<file path="config.mk">
export PLATFORM = sky130hd
export DESIGN_NAME = sha256_byte_stream_hash
export DESIGN_NICKNAME = d
export VERILOG_FILES = /design/src/rtl/sha_pkg.sv /design/src/rtl/sha_front.sv /design/src/rtl/sha_back.sv /design/src/rtl/sha256_byte_stream_hash.sv
export VERILOG_INCLUDE_DIRS = /design/src /design/src/rtl
export SDC_FILE = /design/constraint.sdc
export NUM_CORES = 2
export LEC_CHECK = 0
export BUFFER_PORTS_ARGS = -buffer_cell sky130_fd_sc_hd__buf_2
export CORE_MARGIN = 2
export CORE_UTILIZATION = 30
export DETAILED_ROUTE_END_ITERATION = 8
export GPL_ROUTABILITY_DRIVEN = 0
export SLEW_MARGIN = 20
export SYNTH_ARGS = -nofsm -noshare
export SYNTH_HDL_FRONTEND = slang
export SYNTH_HIERARCHICAL = 1
export SYNTH_SLANG_ARGS = --single-unit
export TNS_END_PERCENT = 30
</file>
<file path="constraint.sdc">
create_clock -name clock -period 17.1 [get_ports clock]
set_input_delay 2.565 -clock clock [delete_from_list [all_inputs] [get_ports clock]]
set_output_delay 2.565 -clock clock [all_outputs]
set_load 0.01 [all_outputs]
</file>
<file path="src/rtl/sha256_byte_stream_hash_assert.svh">
// Assertion macros for the SHA-256 byte stream hash.
// Used by the top level only; no other dependencies.
`ifndef SHA256_BYTE_STREAM_HASH_ASSERT_SVH
`define SHA256_BYTE_STREAM_HASH_ASSERT_SVH
`ifndef SYNTHESIS
`define SHA_ASSERT_IMPL(label, clk, rst, prop, msg) \
   label: assert property (@(posedge clk) disable iff (rst) prop) else $error(msg);
`define SHA_ASSERT_NEVER(label, clk, rst, cond, msg) \
   label: assert property (@(posedge clk) disable iff (rst) !(cond)) else $error(msg);
`else
`define SHA_ASSERT_IMPL(label, clk, rst, prop, msg)
`define SHA_ASSERT_NEVER(label, clk, rst, cond, msg)
`endif
`endif

</file>
<file path="src/rtl/sha_pkg.sv">
// Shared types, constants and functions for the SHA-256 byte stream hash.
// No dependencies.
`default_nettype none
package sha_pkg;
   localparam int unsigned QueueDepth = 2;

   typedef struct packed {
      logic [7:0] msg_byte;
      logic       byte_present;
      logic       last_byte;
   } req_type;

   typedef struct packed {
      logic [63:0] digest_w0;
      logic [63:0] digest_w1;
      logic [63:0] digest_w2;
      logic [63:0] digest_w3;
   } rsp_type;

   // Classified command handed from front to back.
   typedef struct packed {
      logic [7:0] data;
      logic       has_data;
      logic       finish;
   } cmd_type;

   typedef enum logic [2:0] {
      ST_IDLE,
      ST_ROUND,
      ST_FOLD,
      ST_PAD,
      ST_OUT
   } back_state_type;

   localparam logic [7:0] PadByte = 8'h80;
   localparam logic [5:0] LenPos  = 6'd56;

   localparam logic [255:0] InitHash = {
      32'h6a09e667, 32'hbb67ae85, 32'h3c6ef372, 32'ha54ff53a,
      32'h510e527f, 32'h9b05688c, 32'h1f83d9ab, 32'h5be0cd19};

   function automatic logic [31:0] round_k(input logic [5:0] t);
      logic [31:0] k;
      unique case (t)
         6'd0: k = 32'h428a2f98;  6'd1: k = 32'h71374491;
         6'd2: k = 32'hb5c0fbcf;  6'd3: k = 32'he9b5dba5;
         6'd4: k = 32'h3956c25b;  6'd5: k = 32'h59f111f1;
         6'd6: k = 32'h923f82a4;  6'd7: k = 32'hab1c5ed5;
         6'd8: k = 32'hd807aa98;  6'd9: k = 32'h12835b01;
         6'd10: k = 32'h243185be; 6'd11: k = 32'h550c7dc3;
         6'd12: k = 32'h72be5d74; 6'd13: k = 32'h80deb1fe;
         6'd14: k = 32'h9bdc06a7; 6'd15: k = 32'hc19bf174;
         6'd16: k = 32'he49b69c1; 6'd17: k = 32'hefbe4786;
         6'd18: k = 32'h0fc19dc6; 6'd19: k = 32'h240ca1cc;
         6'd20: k = 32'h2de92c6f; 6'd21: k = 32'h4a7484aa;
         6'd22: k = 32'h5cb0a9dc; 6'd23: k = 32'h76f988da;
         6'd24: k = 32'h983e5152; 6'd25: k = 32'ha831c66d;
         6'd26: k = 32'hb00327c8; 6'd27: k = 32'hbf597fc7;
         6'd28: k = 32'hc6e00bf3; 6'd29: k = 32'hd5a79147;
         6'd30: k = 32'h06ca6351; 6'd31: k = 32'h14292967;
         6'd32: k = 32'h27b70a85; 6'd33: k = 32'h2e1b2138;
         6'd34: k = 32'h4d2c6dfc; 6'd35: k = 32'h53380d13;
         6'd36: k = 32'h650a7354; 6'd37: k = 32'h766a0abb;
         6'd38: k = 32'h81c2c92e; 6'd39: k = 32'h92722c85;
         6'd40: k = 32'ha2bfe8a1; 6'd41: k = 32'ha81a664b;
         6'd42: k = 32'hc24b8b70; 6'd43: k = 32'hc76c51a3;
         6'd44: k = 32'hd192e819; 6'd45: k = 32'hd6990624;
         6'd46: k = 32'hf40e3585; 6'd47: k = 32'h106aa070;
         6'd48: k = 32'h19a4c116; 6'd49: k = 32'h1e376c08;
         6'd50: k = 32'h2748774c; 6'd51: k = 32'h34b0bcb5;
         6'd52: k = 32'h391c0cb3; 6'd53: k = 32'h4ed8aa4a;
         6'd54: k = 32'h5b9cca4f; 6'd55: k = 32'h682e6ff3;
         6'd56: k = 32'h748f82ee; 6'd57: k = 32'h78a5636f;
         6'd58: k = 32'h84c87814; 6'd59: k = 32'h8cc70208;
         6'd60: k = 32'h90befffa; 6'd61: k = 32'ha4506ceb;
         6'd62: k = 32'hbef9a3f7; 6'd63: k = 32'hc67178f2;
         default: k = 32'h0;
      endcase
      return k;
   endfunction

   function automatic logic [31:0] rotr(input logic [31:0] v, input int unsigned n);
      return (v >> n) | (v << (32 - n));
   endfunction
endpackage
`default_nettype wire

</file>
<file path="src/rtl/sha_front.sv">
// Front end: takes request transfers, drops empty non-last items and
// queues the rest for the back end. Depends on sha_pkg.
`default_nettype none
module sha_front #(
   parameter int unsigned QDEPTH = sha_pkg::QueueDepth
) (
   input  wire logic             clock,
   input  wire logic             reset,
   input  wire logic             req_valid,
   output logic                  req_stall,
   input  wire sha_pkg::req_type req_data,
   output logic                  cmd_valid,
   input  wire logic             cmd_take,
   output sha_pkg::cmd_type      cmd_data
);
   import sha_pkg::*;
   localparam int unsigned PW = (QDEPTH > 1) ? $clog2(QDEPTH) : 1;

   cmd_type          q_ff [QDEPTH];
   logic [PW-1:0]    wr_ptr_ff, wr_ptr_in, rd_ptr_ff, rd_ptr_in;
   logic [PW:0]      count_ff, count_in;
   logic             push, keep;

   assign req_stall = (count_ff == PW'(0) + (PW+1)'(QDEPTH));
   assign keep      = req_data.byte_present | req_data.last_byte;
   assign push      = req_valid & ~req_stall & keep;
   assign cmd_valid = (count_ff != '0);
   assign cmd_data  = q_ff[rd_ptr_ff];

   always_comb begin
      wr_ptr_in = wr_ptr_ff;
      rd_ptr_in = rd_ptr_ff;
      count_in  = count_ff;
      if (push) begin
         wr_ptr_in = (wr_ptr_ff == PW'(QDEPTH - 1)) ? '0 : wr_ptr_ff + 1'b1;
      end
      if (cmd_take) begin
         rd_ptr_in = (rd_ptr_ff == PW'(QDEPTH - 1)) ? '0 : rd_ptr_ff + 1'b1;
      end
      count_in = count_ff + (PW+1)'(push) - (PW+1)'(cmd_take);
   end

   always_ff @(posedge clock) begin
      if (reset) begin
         wr_ptr_ff <= '0;
         rd_ptr_ff <= '0;
         count_ff  <= '0;
      end else begin
         wr_ptr_ff <= wr_ptr_in;
         rd_ptr_ff <= rd_ptr_in;
         count_ff  <= count_in;
      end
   end

   always_ff @(posedge clock) begin
      if (push) begin
         q_ff[wr_ptr_ff] <= '{data: req_data.msg_byte, has_data: req_data.byte_present,
                              finish: req_data.last_byte};
      end
   end
endmodule
`default_nettype wire

</file>
<file path="src/rtl/sha_back.sv">
// Back end: block store, length counter, padding sequencer and a
// one-round-per-cycle compression core. Depends on sha_pkg.
`default_nettype none
module sha_back (
   input  wire logic         clock,
   input  wire logic         reset,
   input  wire logic         cmd_valid,
   output logic              cmd_take,
   input  wire sha_pkg::cmd_type cmd_data,
   output logic              rsp_valid,
   input  wire logic         rsp_stall,
   output sha_pkg::rsp_type  rsp_data,
   output logic              busy
);
   import sha_pkg::*;

   back_state_type state_ff, state_in;
   // Block store kept as 16 big-endian words; each byte lands in its lane.
   logic [31:0]  blk_ff [16];
   logic [5:0]   fill_ff, fill_in;
   logic [63:0]  len_ff, len_in, msg_len_ff, msg_len_in;
   logic [255:0] chain_ff, chain_in;
   logic [31:0]  wv_ff [8];
   logic [31:0]  wv_in [8];
   logic [31:0]  win_ff [16];
   logic [31:0]  w_cur;
   logic [5:0]   t_ff, t_in;
   logic         pend_fin_ff, pend_fin_in;   // finish after current compression
   logic         padding_ff, padding_in;     // inside pad sequence
   logic         pad_first_ff, pad_first_in;
   logic         wr_en, load_wv, do_round, last_blk_ff, last_blk_in;
   logic [7:0]   wr_byte;
   rsp_type      out_ff, out_in;
   logic [31:0]  s0, s1, ch, mj, t1, t2, ws0, ws1, w15, w2;

   assign rsp_valid = (state_ff == ST_OUT);
   assign rsp_data  = out_ff;
   assign busy      = (state_ff != ST_IDLE);

   // Schedule word for the current round.
   always_comb begin
      w15 = win_ff[4'(t_ff - 6'd15)];
      w2  = win_ff[4'(t_ff - 6'd2)];
      ws0 = rotr(w15, 7) ^ rotr(w15, 18) ^ (w15 >> 3);
      ws1 = rotr(w2, 17) ^ rotr(w2, 19) ^ (w2 >> 10);
      if (t_ff < 6'd16) begin
         w_cur = blk_ff[t_ff[3:0]];
      end else begin
         w_cur = win_ff[t_ff[3:0]] + ws0 + win_ff[4'(t_ff - 6'd7)] + ws1;
      end
      s1 = rotr(wv_ff[4], 6) ^ rotr(wv_ff[4], 11) ^ rotr(wv_ff[4], 25);
      ch = (wv_ff[4] & wv_ff[5]) ^ (~wv_ff[4] & wv_ff[6]);
      t1 = wv_ff[7] + s1 + ch + round_k(t_ff) + w_cur;
      s0 = rotr(wv_ff[0], 2) ^ rotr(wv_ff[0], 13) ^ rotr(wv_ff[0], 22);
      mj = (wv_ff[0] & wv_ff[1]) ^ (wv_ff[0] & wv_ff[2]) ^ (wv_ff[1] & wv_ff[2]);
      t2 = s0 + mj;
   end

   always_comb begin
      state_in     = state_ff;
      fill_in      = fill_ff;
      len_in       = len_ff;
      msg_len_in   = msg_len_ff;
      chain_in     = chain_ff;
      t_in         = t_ff;
      pend_fin_in  = pend_fin_ff;
      padding_in   = padding_ff;
      pad_first_in = pad_first_ff;
      last_blk_in  = last_blk_ff;
      out_in       = out_ff;
      cmd_take     = 1'b0;
      wr_en        = 1'b0;
      wr_byte      = cmd_data.data;
      load_wv      = 1'b0;
      do_round     = 1'b0;
      for (int i = 0; i < 8; i++) wv_in[i] = wv_ff[i];
      unique case (state_ff)
         ST_IDLE: begin
            if (cmd_valid) begin
               cmd_take = 1'b1;
               if (cmd_data.has_data) begin
                  wr_en   = 1'b1;
                  fill_in = fill_ff + 6'd1;
                  len_in  = len_ff + 64'd8;
               end
               pend_fin_in = cmd_data.finish;
               msg_len_in  = cmd_data.has_data ? len_ff + 64'd8 : len_ff;
               if (cmd_data.has_data && fill_ff == 6'd63) begin
                  state_in = ST_ROUND;
                  load_wv  = 1'b1;
                  t_in     = '0;
               end else if (cmd_data.finish) begin
                  state_in     = ST_PAD;
                  pad_first_in = 1'b1;
               end
            end
         end
         ST_PAD: begin
            // Write one pad byte per cycle.
            wr_en        = 1'b1;
            pad_first_in = 1'b0;
            fill_in      = fill_ff + 6'd1;
            if (pad_first_ff) begin
               wr_byte = PadByte;
            end else if (fill_ff >= LenPos && last_blk_ff) begin
               wr_byte = msg_len_ff[8'(8'd63 - {fill_ff[2:0], 3'd0}) -: 8];
            end else begin
               wr_byte = 8'h00;
            end
            padding_in = 1'b1;
            if (fill_ff == 6'd63) begin
               state_in = ST_ROUND;
               load_wv  = 1'b1;
               t_in     = '0;
            end
         end
         ST_ROUND: begin
            do_round = 1'b1;
            wv_in[7] = wv_ff[6];
            wv_in[6] = wv_ff[5];
            wv_in[5] = wv_ff[4];
            wv_in[4] = wv_ff[3] + t1;
            wv_in[3] = wv_ff[2];
            wv_in[2] = wv_ff[1];
            wv_in[1] = wv_ff[0];
            wv_in[0] = t1 + t2;
            t_in     = t_ff + 6'd1;
            if (t_ff == 6'd63) state_in = ST_FOLD;
         end
         ST_FOLD: begin
            for (int i = 0; i < 8; i++) begin
               chain_in[255 - 32*i -: 32] = chain_ff[255 - 32*i -: 32] + wv_ff[i];
            end
            if (padding_ff && last_blk_ff) begin
               out_in       = chain_in;
               state_in     = ST_OUT;
               padding_in   = 1'b0;
               pend_fin_in  = 1'b0;
               last_blk_in  = 1'b0;
            end else if (pend_fin_ff) begin
               state_in     = ST_PAD;
               pad_first_in = ~padding_ff;
            end else begin
               state_in = ST_IDLE;
            end
         end
         ST_OUT: begin
            if (!rsp_stall) begin
               state_in = ST_IDLE;
               chain_in = InitHash;
               len_in   = '0;
               fill_in  = '0;
            end
         end
         default: state_in = ST_IDLE;
      endcase
      // Length goes into this block only if the pad byte fits before byte 56.
      if (state_ff == ST_PAD && pad_first_ff) last_blk_in = (fill_ff < LenPos);
      if (state_ff == ST_PAD && !pad_first_ff && fill_ff == 6'd0) last_blk_in = 1'b1;
      if (state_ff == ST_IDLE && cmd_valid && cmd_data.has_data && fill_ff == 6'd63 &&
          cmd_data.finish) begin
         last_blk_in = 1'b0;
      end
   end

   always_ff @(posedge clock) begin
      if (reset) begin
         state_ff     <= ST_IDLE;
         fill_ff      <= '0;
         len_ff       <= '0;
         chain_ff     <= InitHash;
         pend_fin_ff  <= 1'b0;
         padding_ff   <= 1'b0;
         pad_first_ff <= 1'b0;
         last_blk_ff  <= 1'b0;
         t_ff         <= '0;
      end else begin
         state_ff     <= state_in;
         fill_ff      <= fill_in;
         len_ff       <= len_in;
         chain_ff     <= chain_in;
         pend_fin_ff  <= pend_fin_in;
         padding_ff   <= padding_in;
         pad_first_ff <= pad_first_in;
         last_blk_ff  <= last_blk_in;
         t_ff         <= t_in;
      end
   end

   always_ff @(posedge clock) begin
      msg_len_ff <= msg_len_in;
      out_ff     <= out_in;
      if (wr_en) blk_ff[fill_ff[5:2]][(5'd24 - {fill_ff[1:0], 3'd0}) +: 8] <= wr_byte;
      if (load_wv) begin
         for (int i = 0; i < 8; i++) wv_ff[i] <= chain_ff[255 - 32*i -: 32];
      end else if (do_round) begin
         for (int i = 0; i < 8; i++) wv_ff[i] <= wv_in[i];
      end
      if (do_round) win_ff[t_ff[3:0]] <= w_cur;
   end
endmodule
`default_nettype wire

</file>
<file path="src/rtl/sha256_byte_stream_hash.sv">
// SHA-256 byte stream hash, top level: front queue plus back compression engine.
// Depends on sha_pkg, sha_front, sha_back and the assertion macro header.
//
// One byte is absorbed per transfer; a byte that completes a 64-byte block
// starts a compression of 64 rounds at one round per cycle in the single
// round unit, then a fold step adds the result into the chain value. A last
// transfer adds one pad byte per cycle up to the block end and one or two
// compressions, then the digest is held on rsp_ until taken. A small queue
// in front keeps taking requests while the engine is busy, until it fills;
// empty non-last items are dropped there. The chain value returns to the
// initial hash once the digest is taken.
`default_nettype none
module sha256_byte_stream_hash #(
   parameter int unsigned QDEPTH = sha_pkg::QueueDepth
) (
   input  wire logic             clock,
   input  wire logic             reset,
   input  wire logic             req_valid,
   output logic                  req_stall,
   input  wire sha_pkg::req_type req_data,
   output logic                  rsp_valid,
   input  wire logic             rsp_stall,
   output sha_pkg::rsp_type      rsp_data
);
   import sha_pkg::*;
`include "sha256_byte_stream_hash_assert.svh"

   logic    cmd_valid, cmd_take, busy;
   cmd_type cmd_data;

   sha_front #(.QDEPTH(QDEPTH)) u_front (
      .clock, .reset, .req_valid, .req_stall, .req_data,
      .cmd_valid, .cmd_take, .cmd_data
   );

   sha_back u_back (
      .clock, .reset, .cmd_valid, .cmd_take, .cmd_data,
      .rsp_valid, .rsp_stall, .rsp_data, .busy
   );

   // The engine only pulls from the queue when something is there.
   `SHA_ASSERT_NEVER(a_take_empty, clock, reset, cmd_take && !cmd_valid, "take from empty queue")
   // A digest waiting means the engine is busy.
   `SHA_ASSERT_NEVER(a_rsp_busy, clock, reset, rsp_valid && !busy, "digest while idle")
   // A stalled digest holds.
   `SHA_ASSERT_IMPL(a_rsp_hold, clock, reset, rsp_valid && rsp_stall |=> rsp_valid && $stable(rsp_data), "digest dropped")
endmodule
`default_nettype wire
</file>
==> metrics.txt <==
DP HPWL=250 mm; min Tclk post-route=14,620 ps; Startpoint Class=flop; synth unique cells=85; initial core utilization=30.1%; Worst EP required=17,700 ps; vias post-DR=76,894; initial antenna violation count=10; Die X=612 µm; slowest CP cell=buf_4; critical path's most frequent cell=fa_1; DR WL/cell=26.0 µm; chip height=612 µm; syn_area_per_cell=12.9 µm²; PortBufs=271; maximum clock frequency=68.4 MHz; Final Skew=95.4 ps; Ys Warns=6; gr usage total=18.6%; GR Overflow Total=0; CORE AREA=369,000 µm²; pin count of the biggest net entering global routing=167; # hold bufs at CTS=0; post-synthesis async set-or-reset flop share=0%; CP top delay family=compound AO/OA/AOI/OAI gates; post-CTS sizing=0; Clk pin slew, worst setup/hold paths=70 ps; final instance area=125,000 µm²; max_slew headroom=16.4%; Clock Sinks=1,994; share of post-route cells with drive strength above 1=18.2%; Top Usage Layer GRT=met2; met3 Resource Use GR=3.38%; sequential fraction of the synthesis area=50.5%; Cell Area, Placed=118,000 µm²; Cells after Synth=8,624; Worst Path Buf+Inv=8; CTS root buf=clkbuf_16; crit end category=flop; RSZ-0062 raised after global routing=no; number of global-route vias before repair=75,205; drt first pass iters=8; crit-path max cell delay=750 ps; # DRC=0; final hold violation count=0; # rows=223; met2 global-route usage=29.6%; Setup TNS Final=0 ps; DR iter-0 viols=9,518; Routed WL=360 mm; Setup Fix Bufs, Post-CTS=0; dominant synthesized flop cell=edfxtp_1; CTS tree=built; Top-Level Pins=272; Final period util=85.5%; clk_lat worst skew=920 ps; hold crit path type=reg2reg; Core Util, Final=34.0%; Final ANT Viol Nets=0; htree depth=4; Vias/cell=5.55; most frequent cells in the layout=edfxtp_1 (1,617), nand2_1 (750), mux4_2 (684), nor2_1 (560), xnor2_1 (471); commonest non-fill, non-tap cell in the layout=edfxtp_1; Final nets=9,343; measured slew at the worst slew-check pin=1250 ps; CTS Buf Count=209; critical path class=reg2reg; met1 usage=24.0%; Seq cells post-synth=1,994; Mapped Area=111,000 µm²; EDFF count, synth=1,617; Slew Viols, Final=0; # setup viols final=0; # Max-Cap Violations=0; clk buf depth=4; WP data arrival=15,220 ps; first-pass GRT wire length=521 mm; Die ar.=375,000 µm²; Area Overhead vs Synth=13.1%; Mapped Nets=9,236; crit-path max FO=118; outcome=finished clean
[cells by family (layout without fill, tap and decap cells)]
kind of cell | after synthesis | count (layout) | synth area share (%)
flip-flops | 1994 | 1994 | 50.5
AND/OR/NAND/NOR | 1972 | 1972 | 7.97
AO/OA/AOI/OAI | 1696 | 1696 | 9.91
buffers and inverters | 878 | 1156 | 3.00
multiplexers | 816 | 816 | 15.2
XOR/XNOR | 650 | 650 | 5.15
adder cells (fa/ha/maj) | 618 | 618 | 8.24
other | 0 | 12 | 0
[cell type report]
type	count	area [µm²]
clock buffer	242	5530
fill	35678	243000
clock inverter	140	1840
sequential	1994	56100
antenna	12	30.0
multi-input combinational	5752	52000
inverter	398	1510
timing repair buffer	376	2270
tap	4950	6190
[worst register-to-register path, delay by kind of cell, from the launching register on]
family | cells | cell delay (ps)
AO/OA/AOI/OAI | 18 | 4530
adder cells (fa/ha/maj) | 10 | 4300
buffers and inverters | 8 | 1990
AND/OR/NAND/NOR | 5 | 960
multiplexers | 2 | 1180
XOR/XNOR | 5 | 920
flip-flops | 1 | 510
[final timing paths]
path                                   start                               to  slack (ps)  cells past startpoint
max              u_back/t_ff[0]$_SDFFE_PP0P_    u_back/wv_ff[0][29]$_DFFE_PP_        2480                     48
max reg2reg      u_back/t_ff[0]$_SDFFE_PP0P_    u_back/wv_ff[0][29]$_DFFE_PP_        2480                     48
min          u_back/pend_fin_ff$_SDFFE_PP0P_  u_back/pend_fin_ff$_SDFFE_PP0P_         500                      2
min reg2reg  u_back/pend_fin_ff$_SDFFE_PP0P_  u_back/pend_fin_ff$_SDFFE_PP0P_         500                      2
[per-stage QoR]
step / hold WS [ps] / worst slack [ps] / std cells
5_1_grt: 518 / 1700 / 13862
3_5_place_dp: 484 / 2770 / 13468
6_report: 495 / 2480 / 13864
2_1_floorplan: 458 / 2370 / 8624
4_1_cts: 494 / 2750 / 13850
3_3_place_gp: 473 / 2980 / 13468
[Yosys cell counts (151+ instances only)]
cell	number	share of area (%)
nor2_1	585	2.0
clkbuf_1	389	1.3
a21o_1	192	1.3
a21oi_1	392	1.8
nand2b_1	151	0.85
nand2_1	751	2.5
edfxtp_1	1617	44
inv_1	396	1.3
xnor2_1	471	3.7
fa_1	195	3.5
ha_1	403	4.5
o21ai_0	353	1.6
dfxtp_1	377	6.8
mux4_2	684	14
xor2_1	176	1.4
[sequential cells by signal, summed over array words and instances, names as in the netlist, named ones only]
name                 flops
u_back/pad_first_ff      1
u_back/last_blk_ff       1
u_front/q_ff            20
u_back/blk_ff          512
u_back/padding_ff        1
u_front/rd_ptr_ff        1
u_back/win_ff          512
u_back/len_ff           61
u_back/t_ff              6
u_back/chain_ff        256
u_back/rsp_data        256
u_front/count_ff         2
u_back/state_ff          3
u_front/wr_ptr_ff        1
u_back/fill_ff           6
u_back/wv_ff           256
u_back/msg_len_ff       61
u_back/pend_fin_ff       1
[per-layer routing]
layer	vias to the layer above	routed length [µm]
met4	2	23500
met1	38699	139000
li1	32772	-
met5	-	13
met3	943	32400
met2	4478	165000
Power is not shown: default switching activity piles up to over one toggle a cycle in this logic, so the estimate is an artifact.
